## config.mk

```make
export PLATFORM = sky130hd
export DESIGN_NAME = bmp_24bit_stream_parser_flat
export DESIGN_NICKNAME = d
export VERILOG_FILES = /design/src/bmp_pkg.sv /design/src/bmp_in_if.sv /design/src/bmp_out_if.sv /design/src/bmp_parse_core.sv /design/src/bmp_24bit_stream_parser.sv /design/src/flat_wrapper.sv
export SDC_FILE = /design/constraint.sdc
export NUM_CORES = 1
export LEC_CHECK = 0
export BUFFER_PORTS_ARGS = -buffer_cell sky130_fd_sc_hd__buf_4
export CORE_AREA = 2 2 199 201
export CTS_BUF_LIST = sky130_fd_sc_hd__clkbuf_8
export DETAILED_ROUTE_END_ITERATION = 8
export DIE_AREA = 0 0 201 203
export PLACE_DENSITY = 0.55
export SYNTH_ARGS = -nofsm -noshare
export SYNTH_HDL_FRONTEND = slang
export SYNTH_HIERARCHICAL = 1
export SYNTH_SLANG_ARGS = --single-unit
```

## constraint.sdc

```tcl
create_clock -name clk_i -period 8.91 [get_ports clk_i]
set_input_delay 0 -clock clk_i [delete_from_list [all_inputs] [get_ports clk_i]]
set_output_delay 0 -clock clk_i [all_outputs]
set_load 0.005 [all_outputs]
```

## src/bmp_pkg.sv

```systemverilog
// ----------------------------------------------------------------------------
// Bitmap stream parser package
// Shared types and constants for the 24-bit bitmap stream parser.
// ----------------------------------------------------------------------------
package bmp_pkg;

  localparam int unsigned HdrLen   = 54;
  localparam int unsigned WidthPos = 18;
  localparam int unsigned HeightPos = 22;
  localparam int unsigned DepthPos = 28;
  localparam int unsigned DepthRgb = 24;

  typedef enum logic [3:0] {
    PH_HEADER = 4'b0001,
    PH_PIXEL  = 4'b0010,
    PH_PAD    = 4'b0100,
    PH_IDLE   = 4'b1000
  } phase_e;

  typedef enum logic [1:0] {
    KIND_PIXEL     = 2'd0,
    KIND_HEADER    = 2'd1,
    KIND_BAD_DEPTH = 2'd2,
    KIND_TOO_LARGE = 2'd3
  } kind_e;

  typedef struct packed {
    kind_e       kind;
    logic [7:0]  red;
    logic [7:0]  green;
    logic [7:0]  blue;
    logic [11:0] pixel_row;
    logic [11:0] pixel_col;
    logic        last_pixel;
    logic [12:0] image_width;
    logic [12:0] image_height;
  } result_t;

endpackage

```

## src/bmp_in_if.sv

```systemverilog
// ----------------------------------------------------------------------------
// Bitmap byte input channel
// Valid/ready channel that carries one file byte and its start mark per beat.
// ----------------------------------------------------------------------------
interface bmp_in_if;
  logic       valid;
  logic       ready;
  logic [7:0] data_byte;
  logic       file_start;

  modport source (output valid, output data_byte, output file_start, input ready);
  modport sink   (input valid, input data_byte, input file_start, output ready);
endinterface

```

## src/bmp_out_if.sv

```systemverilog
// ----------------------------------------------------------------------------
// Bitmap result output channel
// Valid/ready channel that carries one pixel or header result per beat.
// ----------------------------------------------------------------------------
interface bmp_out_if;
  logic        valid;
  logic        ready;
  logic [1:0]  kind;
  logic [7:0]  red;
  logic [7:0]  green;
  logic [7:0]  blue;
  logic [11:0] pixel_row;
  logic [11:0] pixel_col;
  logic        last_pixel;
  logic [12:0] image_width;
  logic [12:0] image_height;

  modport source (output valid, output kind, output red, output green, output blue,
                  output pixel_row, output pixel_col, output last_pixel,
                  output image_width, output image_height, input ready);
  modport sink   (input valid, input kind, input red, input green, input blue,
                  input pixel_row, input pixel_col, input last_pixel,
                  input image_width, input image_height, output ready);
endinterface

```

## src/bmp_parse_core.sv

```systemverilog
// ----------------------------------------------------------------------------
// Bitmap parse core
// Header field capture, pixel assembly and row padding skip, one byte a beat.
// ----------------------------------------------------------------------------
module bmp_parse_core #(
  parameter int unsigned MAX_DIM = 4096
) (
  input  logic             clk_i,
  input  logic             rst_ni,
  input  logic             step_i,
  input  logic [7:0]       data_byte_i,
  input  logic             file_start_i,
  output logic             res_valid_o,
  output bmp_pkg::result_t res_o
);
  import bmp_pkg::*;

  localparam int unsigned CntW = $clog2(MAX_DIM + 1);

  phase_e            phase_q, phase_d, phase_c;
  logic [5:0]        pos_q, pos_d, pos_c;
  logic [31:0]       width_q, width_d, width_c;
  logic [31:0]       height_q, height_d, height_c;
  logic [15:0]       depth_q, depth_d, depth_c;
  logic [CntW-1:0]   col_q, col_d, col_c;
  logic [CntW-1:0]   row_q, row_d, row_c;
  logic [1:0]        bph_q, bph_d, bph_c;
  logic [1:0]        pad_q, pad_d, pad_c;
  logic [7:0]        blue_q, blue_d;
  logic [7:0]        green_q, green_d;
  logic              last;
  result_t           res;
  logic              res_valid;

  always_comb begin
    phase_c  = phase_q;
    pos_c    = pos_q;
    width_c  = width_q;
    height_c = height_q;
    depth_c  = depth_q;
    col_c    = col_q;
    row_c    = row_q;
    bph_c    = bph_q;
    pad_c    = pad_q;
    if (file_start_i) begin
      phase_c  = PH_HEADER;
      pos_c    = '0;
      width_c  = '0;
      height_c = '0;
      depth_c  = '0;
      col_c    = '0;
      row_c    = '0;
      bph_c    = '0;
      pad_c    = '0;
    end

    phase_d   = phase_c;
    pos_d     = pos_c;
    width_d   = width_c;
    height_d  = height_c;
    depth_d   = depth_c;
    col_d     = col_c;
    row_d     = row_c;
    bph_d     = bph_c;
    pad_d     = pad_c;
    blue_d    = blue_q;
    green_d   = green_q;
    last      = 1'b0;
    res       = '0;
    res_valid = 1'b0;

    unique case (phase_c)
      PH_HEADER: begin
        for (int k = 0; k < 4; k++) begin
          if (pos_c == 6'(WidthPos + k)) width_d[8*k +: 8] = data_byte_i;
          if (pos_c == 6'(HeightPos + k)) height_d[8*k +: 8] = data_byte_i;
        end
        for (int k = 0; k < 2; k++) begin
          if (pos_c == 6'(DepthPos + k)) depth_d[8*k +: 8] = data_byte_i;
        end
        pos_d = pos_c + 6'd1;
        if (pos_c == 6'(HdrLen - 1)) begin
          res_valid          = 1'b1;
          res.image_width    = width_d[12:0];
          res.image_height   = height_d[12:0];
          if (depth_d != 16'(DepthRgb)) begin
            res.kind = KIND_BAD_DEPTH;
            phase_d  = PH_IDLE;
          end else if (width_d > 32'(MAX_DIM) || height_d > 32'(MAX_DIM)) begin
            res.kind = KIND_TOO_LARGE;
            phase_d  = PH_IDLE;
          end else begin
            res.kind = KIND_HEADER;
            phase_d  = (width_d == '0 || height_d == '0) ? PH_IDLE : PH_PIXEL;
          end
        end
      end
      PH_PIXEL: begin
        case (bph_c)
          2'd0: begin
            blue_d = data_byte_i;
            bph_d  = 2'd1;
          end
          2'd1: begin
            green_d = data_byte_i;
            bph_d   = 2'd2;
          end
          default: begin
            bph_d = 2'd0;
            last  = (32'(row_c) + 32'd1 == height_c) && (32'(col_c) + 32'd1 == width_c);
            res_valid      = 1'b1;
            res.kind       = KIND_PIXEL;
            res.red        = data_byte_i;
            res.green      = green_q;
            res.blue       = blue_q;
            res.pixel_row  = 12'(row_c);
            res.pixel_col  = 12'(col_c);
            res.last_pixel = last;
            col_d = col_c + CntW'(1);
            if (last) begin
              phase_d = PH_IDLE;
            end else if (32'(col_c) + 32'd1 == width_c) begin
              pad_d = width_c[1:0];
              if (width_c[1:0] != 2'd0) begin
                phase_d = PH_PAD;
              end else begin
                col_d = '0;
                row_d = row_c + CntW'(1);
              end
            end
          end
        endcase
      end
      PH_PAD: begin
        pad_d = pad_c - 2'd1;
        if (pad_d == 2'd0) begin
          col_d   = '0;
          row_d   = row_c + CntW'(1);
          phase_d = PH_PIXEL;
        end
      end
      default: begin
      end
    endcase
  end

  always_ff @(posedge clk_i or negedge rst_ni) begin
    if (!rst_ni) begin
      phase_q  <= PH_HEADER;
      pos_q    <= '0;
      width_q  <= '0;
      height_q <= '0;
      depth_q  <= '0;
      col_q    <= '0;
      row_q    <= '0;
      bph_q    <= '0;
      pad_q    <= '0;
      blue_q   <= '0;
      green_q  <= '0;
    end else if (step_i) begin
      phase_q  <= phase_d;
      pos_q    <= pos_d;
      width_q  <= width_d;
      height_q <= height_d;
      depth_q  <= depth_d;
      col_q    <= col_d;
      row_q    <= row_d;
      bph_q    <= bph_d;
      pad_q    <= pad_d;
      blue_q   <= blue_d;
      green_q  <= green_d;
    end
  end

  assign res_valid_o = res_valid;
  assign res_o       = res;

endmodule

```

## src/bmp_24bit_stream_parser.sv

```systemverilog
// ----------------------------------------------------------------------------
// 24-bit bitmap stream parser
// Parses a bitmap file byte by byte and emits header and pixel results.
//
//   Channel   Dir   Beat contents
//   in_i      in    data_byte, file_start
//   out_o     out   kind, red, green, blue, pixel_row, pixel_col, last_pixel,
//                   image_width, image_height
//
// One input beat is taken every cycle while not stalled; its result, if any,
// appears from the output register in the next cycle. The input is stalled
// only while that register holds a result that the sink has not taken. Reset
// puts the parser in the header phase with all counters and fields cleared.
// ----------------------------------------------------------------------------
module bmp_24bit_stream_parser #(
  parameter int unsigned MAX_DIM = 4096
) (
  input  logic      clk_i,
  input  logic      rst_ni,
  bmp_in_if.sink    in_i,
  bmp_out_if.source out_o
);
  import bmp_pkg::*;

  logic    step;
  logic    res_valid;
  result_t res;
  logic    out_valid_q, out_valid_d;
  result_t out_q;

  assign in_i.ready = !out_valid_q || out_o.ready;
  assign step       = in_i.valid && in_i.ready;

  bmp_parse_core #(
    .MAX_DIM (MAX_DIM)
  ) u_core (
    .clk_i        (clk_i),
    .rst_ni       (rst_ni),
    .step_i       (step),
    .data_byte_i  (in_i.data_byte),
    .file_start_i (in_i.file_start),
    .res_valid_o  (res_valid),
    .res_o        (res)
  );

  always_comb begin
    out_valid_d = out_valid_q;
    if (step && res_valid) begin
      out_valid_d = 1'b1;
    end else if (out_o.ready) begin
      out_valid_d = 1'b0;
    end
  end

  always_ff @(posedge clk_i or negedge rst_ni) begin
    if (!rst_ni) begin
      out_valid_q <= 1'b0;
    end else begin
      out_valid_q <= out_valid_d;
    end
  end

  always_ff @(posedge clk_i) begin
    if (step && res_valid) begin
      out_q <= res;
    end
  end

  assign out_o.valid        = out_valid_q;
  assign out_o.kind         = out_q.kind;
  assign out_o.red          = out_q.red;
  assign out_o.green        = out_q.green;
  assign out_o.blue         = out_q.blue;
  assign out_o.pixel_row    = out_q.pixel_row;
  assign out_o.pixel_col    = out_q.pixel_col;
  assign out_o.last_pixel   = out_q.last_pixel;
  assign out_o.image_width  = out_q.image_width;
  assign out_o.image_height = out_q.image_height;

endmodule
```

## src/flat_wrapper.sv

```systemverilog
// flat-port wrapper written by rule: the top's interface ports become plain ports
module bmp_24bit_stream_parser_flat import bmp_pkg::*;
#(
  parameter int unsigned MAX_DIM = 4096
)
  (clk_i, rst_ni, in_i_valid, in_i_data_byte, in_i_file_start, in_i_ready, out_o_valid, out_o_kind, out_o_red, out_o_green, out_o_blue, out_o_pixel_row, out_o_pixel_col, out_o_last_pixel, out_o_image_width, out_o_image_height, out_o_ready);
  bmp_in_if in_i_i ();
  bmp_out_if out_o_i ();
  input  logic clk_i;
  input  logic rst_ni;
  input wire logic [$bits(in_i_i.valid)-1:0] in_i_valid;
  input wire logic [$bits(in_i_i.data_byte)-1:0] in_i_data_byte;
  input wire logic [$bits(in_i_i.file_start)-1:0] in_i_file_start;
  output wire logic [$bits(in_i_i.ready)-1:0] in_i_ready;
  output wire logic [$bits(out_o_i.valid)-1:0] out_o_valid;
  output wire logic [$bits(out_o_i.kind)-1:0] out_o_kind;
  output wire logic [$bits(out_o_i.red)-1:0] out_o_red;
  output wire logic [$bits(out_o_i.green)-1:0] out_o_green;
  output wire logic [$bits(out_o_i.blue)-1:0] out_o_blue;
  output wire logic [$bits(out_o_i.pixel_row)-1:0] out_o_pixel_row;
  output wire logic [$bits(out_o_i.pixel_col)-1:0] out_o_pixel_col;
  output wire logic [$bits(out_o_i.last_pixel)-1:0] out_o_last_pixel;
  output wire logic [$bits(out_o_i.image_width)-1:0] out_o_image_width;
  output wire logic [$bits(out_o_i.image_height)-1:0] out_o_image_height;
  input wire logic [$bits(out_o_i.ready)-1:0] out_o_ready;
  assign in_i_i.valid = in_i_valid;
  assign in_i_i.data_byte = in_i_data_byte;
  assign in_i_i.file_start = in_i_file_start;
  assign in_i_ready = in_i_i.ready;
  assign out_o_valid = out_o_i.valid;
  assign out_o_kind = out_o_i.kind;
  assign out_o_red = out_o_i.red;
  assign out_o_green = out_o_i.green;
  assign out_o_blue = out_o_i.blue;
  assign out_o_pixel_row = out_o_i.pixel_row;
  assign out_o_pixel_col = out_o_i.pixel_col;
  assign out_o_last_pixel = out_o_i.last_pixel;
  assign out_o_image_width = out_o_i.image_width;
  assign out_o_image_height = out_o_i.image_height;
  assign out_o_i.ready = out_o_ready;
  bmp_24bit_stream_parser #(.MAX_DIM(MAX_DIM)) u_core (.clk_i(clk_i), .rst_ni(rst_ni), .in_i(in_i_i), .out_o(out_o_i));
endmodule
```

==> impl_metrics.env <==
export IMPL_clockBufferDepth=3
export IMPL_rows=72
export IMPL_fmax_mhz=246
export IMPL_vias=9810
export IMPL_cts_root_buffer="clkbuf_8"
export IMPL_die_width_um=201
export IMPL_startpoint_type="primary input"
export IMPL_post_cts_buffers=0
export IMPL_cts_tree="built"
export IMPL_htreeDepth=2
export IMPL_insertion_delay_ps=560
export IMPL_cts_repair_resized=0
export IMPL_worst_pin_slew_ps=1260
export IMPL_area_growth_pct=17.2
export IMPL_grt_max_degree=96
export IMPL_rr_worst_depth=8
export IMPL_dp_hpwl_um=24800
export IMPL_syn_area_per_cell_sq_um=9.94
export IMPL_syn_area_sq_um=11500
export IMPL_yosysUniqueCellTypes=85
export IMPL_synth_async_reset_ratio=0.640
export IMPL_grt_pass1_wl_um=58400
export IMPL_rsz0062_at_grt="no"
export IMPL_first_iter_violations=1049
export IMPL_rr_startpoint="u_core/u_core/row_q[3]"
export IMPL_insertedDiodeCount=0
export IMPL_critPathKind="primary input to flip-flop"
export IMPL_fin_skew_ps=49.1
export IMPL_grt_util_all_layers=0.182
export IMPL_die_h_um=203
export IMPL_yosysWarnings=6
export IMPL_cts_sinks=214
export IMPL_numCtsBuffers=39
export IMPL_tns_ps=0
export IMPL_nNetsFinal=1240
export IMPL_regToRegSetupSlack_ps=4920
export IMPL_p_leak_nw=5.54
export IMPL_drv_slew=0
export IMPL_wl_per_cell_um=21.3
export IMPL_antenna_found_initial=0
export IMPL_post_route_period_util=0.456
export IMPL_dr_pass1_iters=5
export IMPL_vias_per_cell=5.55
export IMPL_min_period_ps=4060
export IMPL_setup_violations=0
export IMPL_final_hold_violation_count=0
export IMPL_yosysSeqAreaShare=0.499
export IMPL_r2r_end="u_core/u_core/row_q[3]"
export IMPL_drt_wl_total_um=37700
export IMPL_clk_pin_slew_worst_paths_ps=60
export IMPL_vdd_drop_max_mv=0.0683
export IMPL_route_detailed_drc=0
export IMPL_grt_pass1_vias=9519
export IMPL_drive_gt1_frac=0.155
export IMPL_critical_path_endpoint_type="flip-flop"
export IMPL_max_slew_margin_rel=0.158
export IMPL_finish_utilization=0.351
export IMPL_initial_utilization=0.299
export IMPL_p_per_area_nw_per_um2=165
export IMPL_grt_remaining_overflow=0
export IMPL_synth_cells=1158
export IMPL_drt_antenna_violating_nets=0
export IMPL_die_area_sq_um=40800
export IMPL_crit_required_ps=9330
export IMPL_critPathMaxFanout=46
export IMPL_synth_edff_count=77
export IMPL_portBuffers=91
export IMPL_core_sq_um=38500
export IMPL_io_pins=92
export IMPL_ys_ff_latch=214
export IMPL_mostFrequentLayoutCells="136 x dfrtp_1, 102 x buf_4, 96 x nor2_1"
export IMPL_final_common_cell="dfrtp_1"
export IMPL_ys_flop_type="dfrtp_1"
export IMPL_min_path_type="primary input to asynchronous set/reset pin"
export IMPL_cp_arrival_ps=4480
export IMPL_max_cap_violations=0
export IMPL_outcome="finished, final reports clean"
export IMPL_synth_fp_nets=1176
export IMPL_postCtsHoldBufs=12
export IMPL_place_gp_congestion=0.881
-- area by class of cell --
class                   instances  area, sq um
multi-input cells             825         5310
flip-flops and latches        214         5740
well taps                     518          648
repair buffers                115          897
clock inverters                25          185
inverters                      27          101
clock buffers                  44          606
fillers                      3934        25000
-- registers in the layout (all words and copies together) (netlist names), 13 cells and up --
register / count
u_core/u_core/height_q: 32
u_core/u_core/width_q: 32
u_core/u_core/depth_q: 16
u_core/out_o.image_height: 13
u_core/out_o.image_width: 13
u_core/u_core/col_q: 13
u_core/u_core/row_q: 13
-- cells by family (layout without fill, tap and decap cells) --
group,count (synthesis),in the layout,synth area share
muxes,33,33,0.0310
buffers and inverters,119,211,0.0404
adders and majority gates,5,5,0.00544
and+or+nand+nor,444,444,0.205
DFF,214,214,0.499
xor gates and xnor gates,38,38,0.0289
AOI/OAI and AO/OA,305,305,0.191
-- per-layer routing --
layer / GRT usage / vias to the layer above / share of wire
li1: - / 4499 / -
met3: 0.0308 / 77 / 0.060
met1: 0.255 / 4856 / 0.46
met4: 0.0601 / 0 / 0.027
met2: 0.286 / 378 / 0.45
met5: 0 / - / 0
-- report_power, final --
part           internal, mW  total [mW]  switching (mW)
Sequential             1.03        1.07          0.0351
Clock                 0.539       0.963           0.424
Combinational        0.0589       0.190           0.131
Total                  1.63        2.22           0.590
-- synth_stat cells (all sizes together), types with 9 or more instances --
cell      n  area [sq um]
inv      26          97.6
nor2     97           364
mux2i    15           154
dfrtp   136          3400
nor4     24           171
clkbuf   69           260
nor2b    19           126
a22o     82           718
and2     12          77.6
o22ai    12          75.1
o211ai    9          67.6
and3     56           350
nand3    42           210
buf      23           104
o21ai    59           295
a31oi    19           119
a21oi    50           254
xor2      9          78.8
xnor2    29           254
nand2    86           325
mux2     18           203
edfxtp   77          2310
o311ai    9          78.8
nand4    17           106
nor3     34           175
-- worst max-delay path, stage by stage --
cell	delay [ps]
dlygate4sd3_1	530
buf_4	430
buf_4	490
inv_1	70
buf_4	290
nand2_1	140
ha_1	140
nor2b_1	300
and3_1	330
a211oi_1	100
a2111o_1	400
or4_1	440
a2111o_1	330
and2_0	170
o32a_1	280
-- through the flow --
step,power (mW),worst slack [ps],cells,hold slack [ps],instance area [sq um]
5_1_grt,2.32,4530,1768,199,13500
3_5_place_dp,1.27,4900,1687,175,12600
6_report,2.22,4850,1768,142,13500
2_1_floorplan,1.20,4750,1158,-296,11500
3_3_place_gp,1.27,4880,1687,164,12600
4_1_cts,2.25,4900,1768,141,13500
-- worst max path at each step --
stage,cells past startpoint,start,to,slack [ps]
6_report,15,in_i_file_start,u_core/u_core/phase_q[3],4850
5_1_grt,13,in_i_file_start,u_core/out_o.image_height[1],4530
4_1_cts,13,in_i_file_start,u_core/out_o.green[3],4900
3_5_place_dp,14,in_i_file_start,u_core/u_core/phase_q[3],4900
3_3_place_gp,12,in_i_file_start,u_core/out_o.red[2],4880
2_1_floorplan,16,in_i_file_start,u_core/out_o.blue[0],4750
No activity file was read; power rests on OpenSTA's default activity.
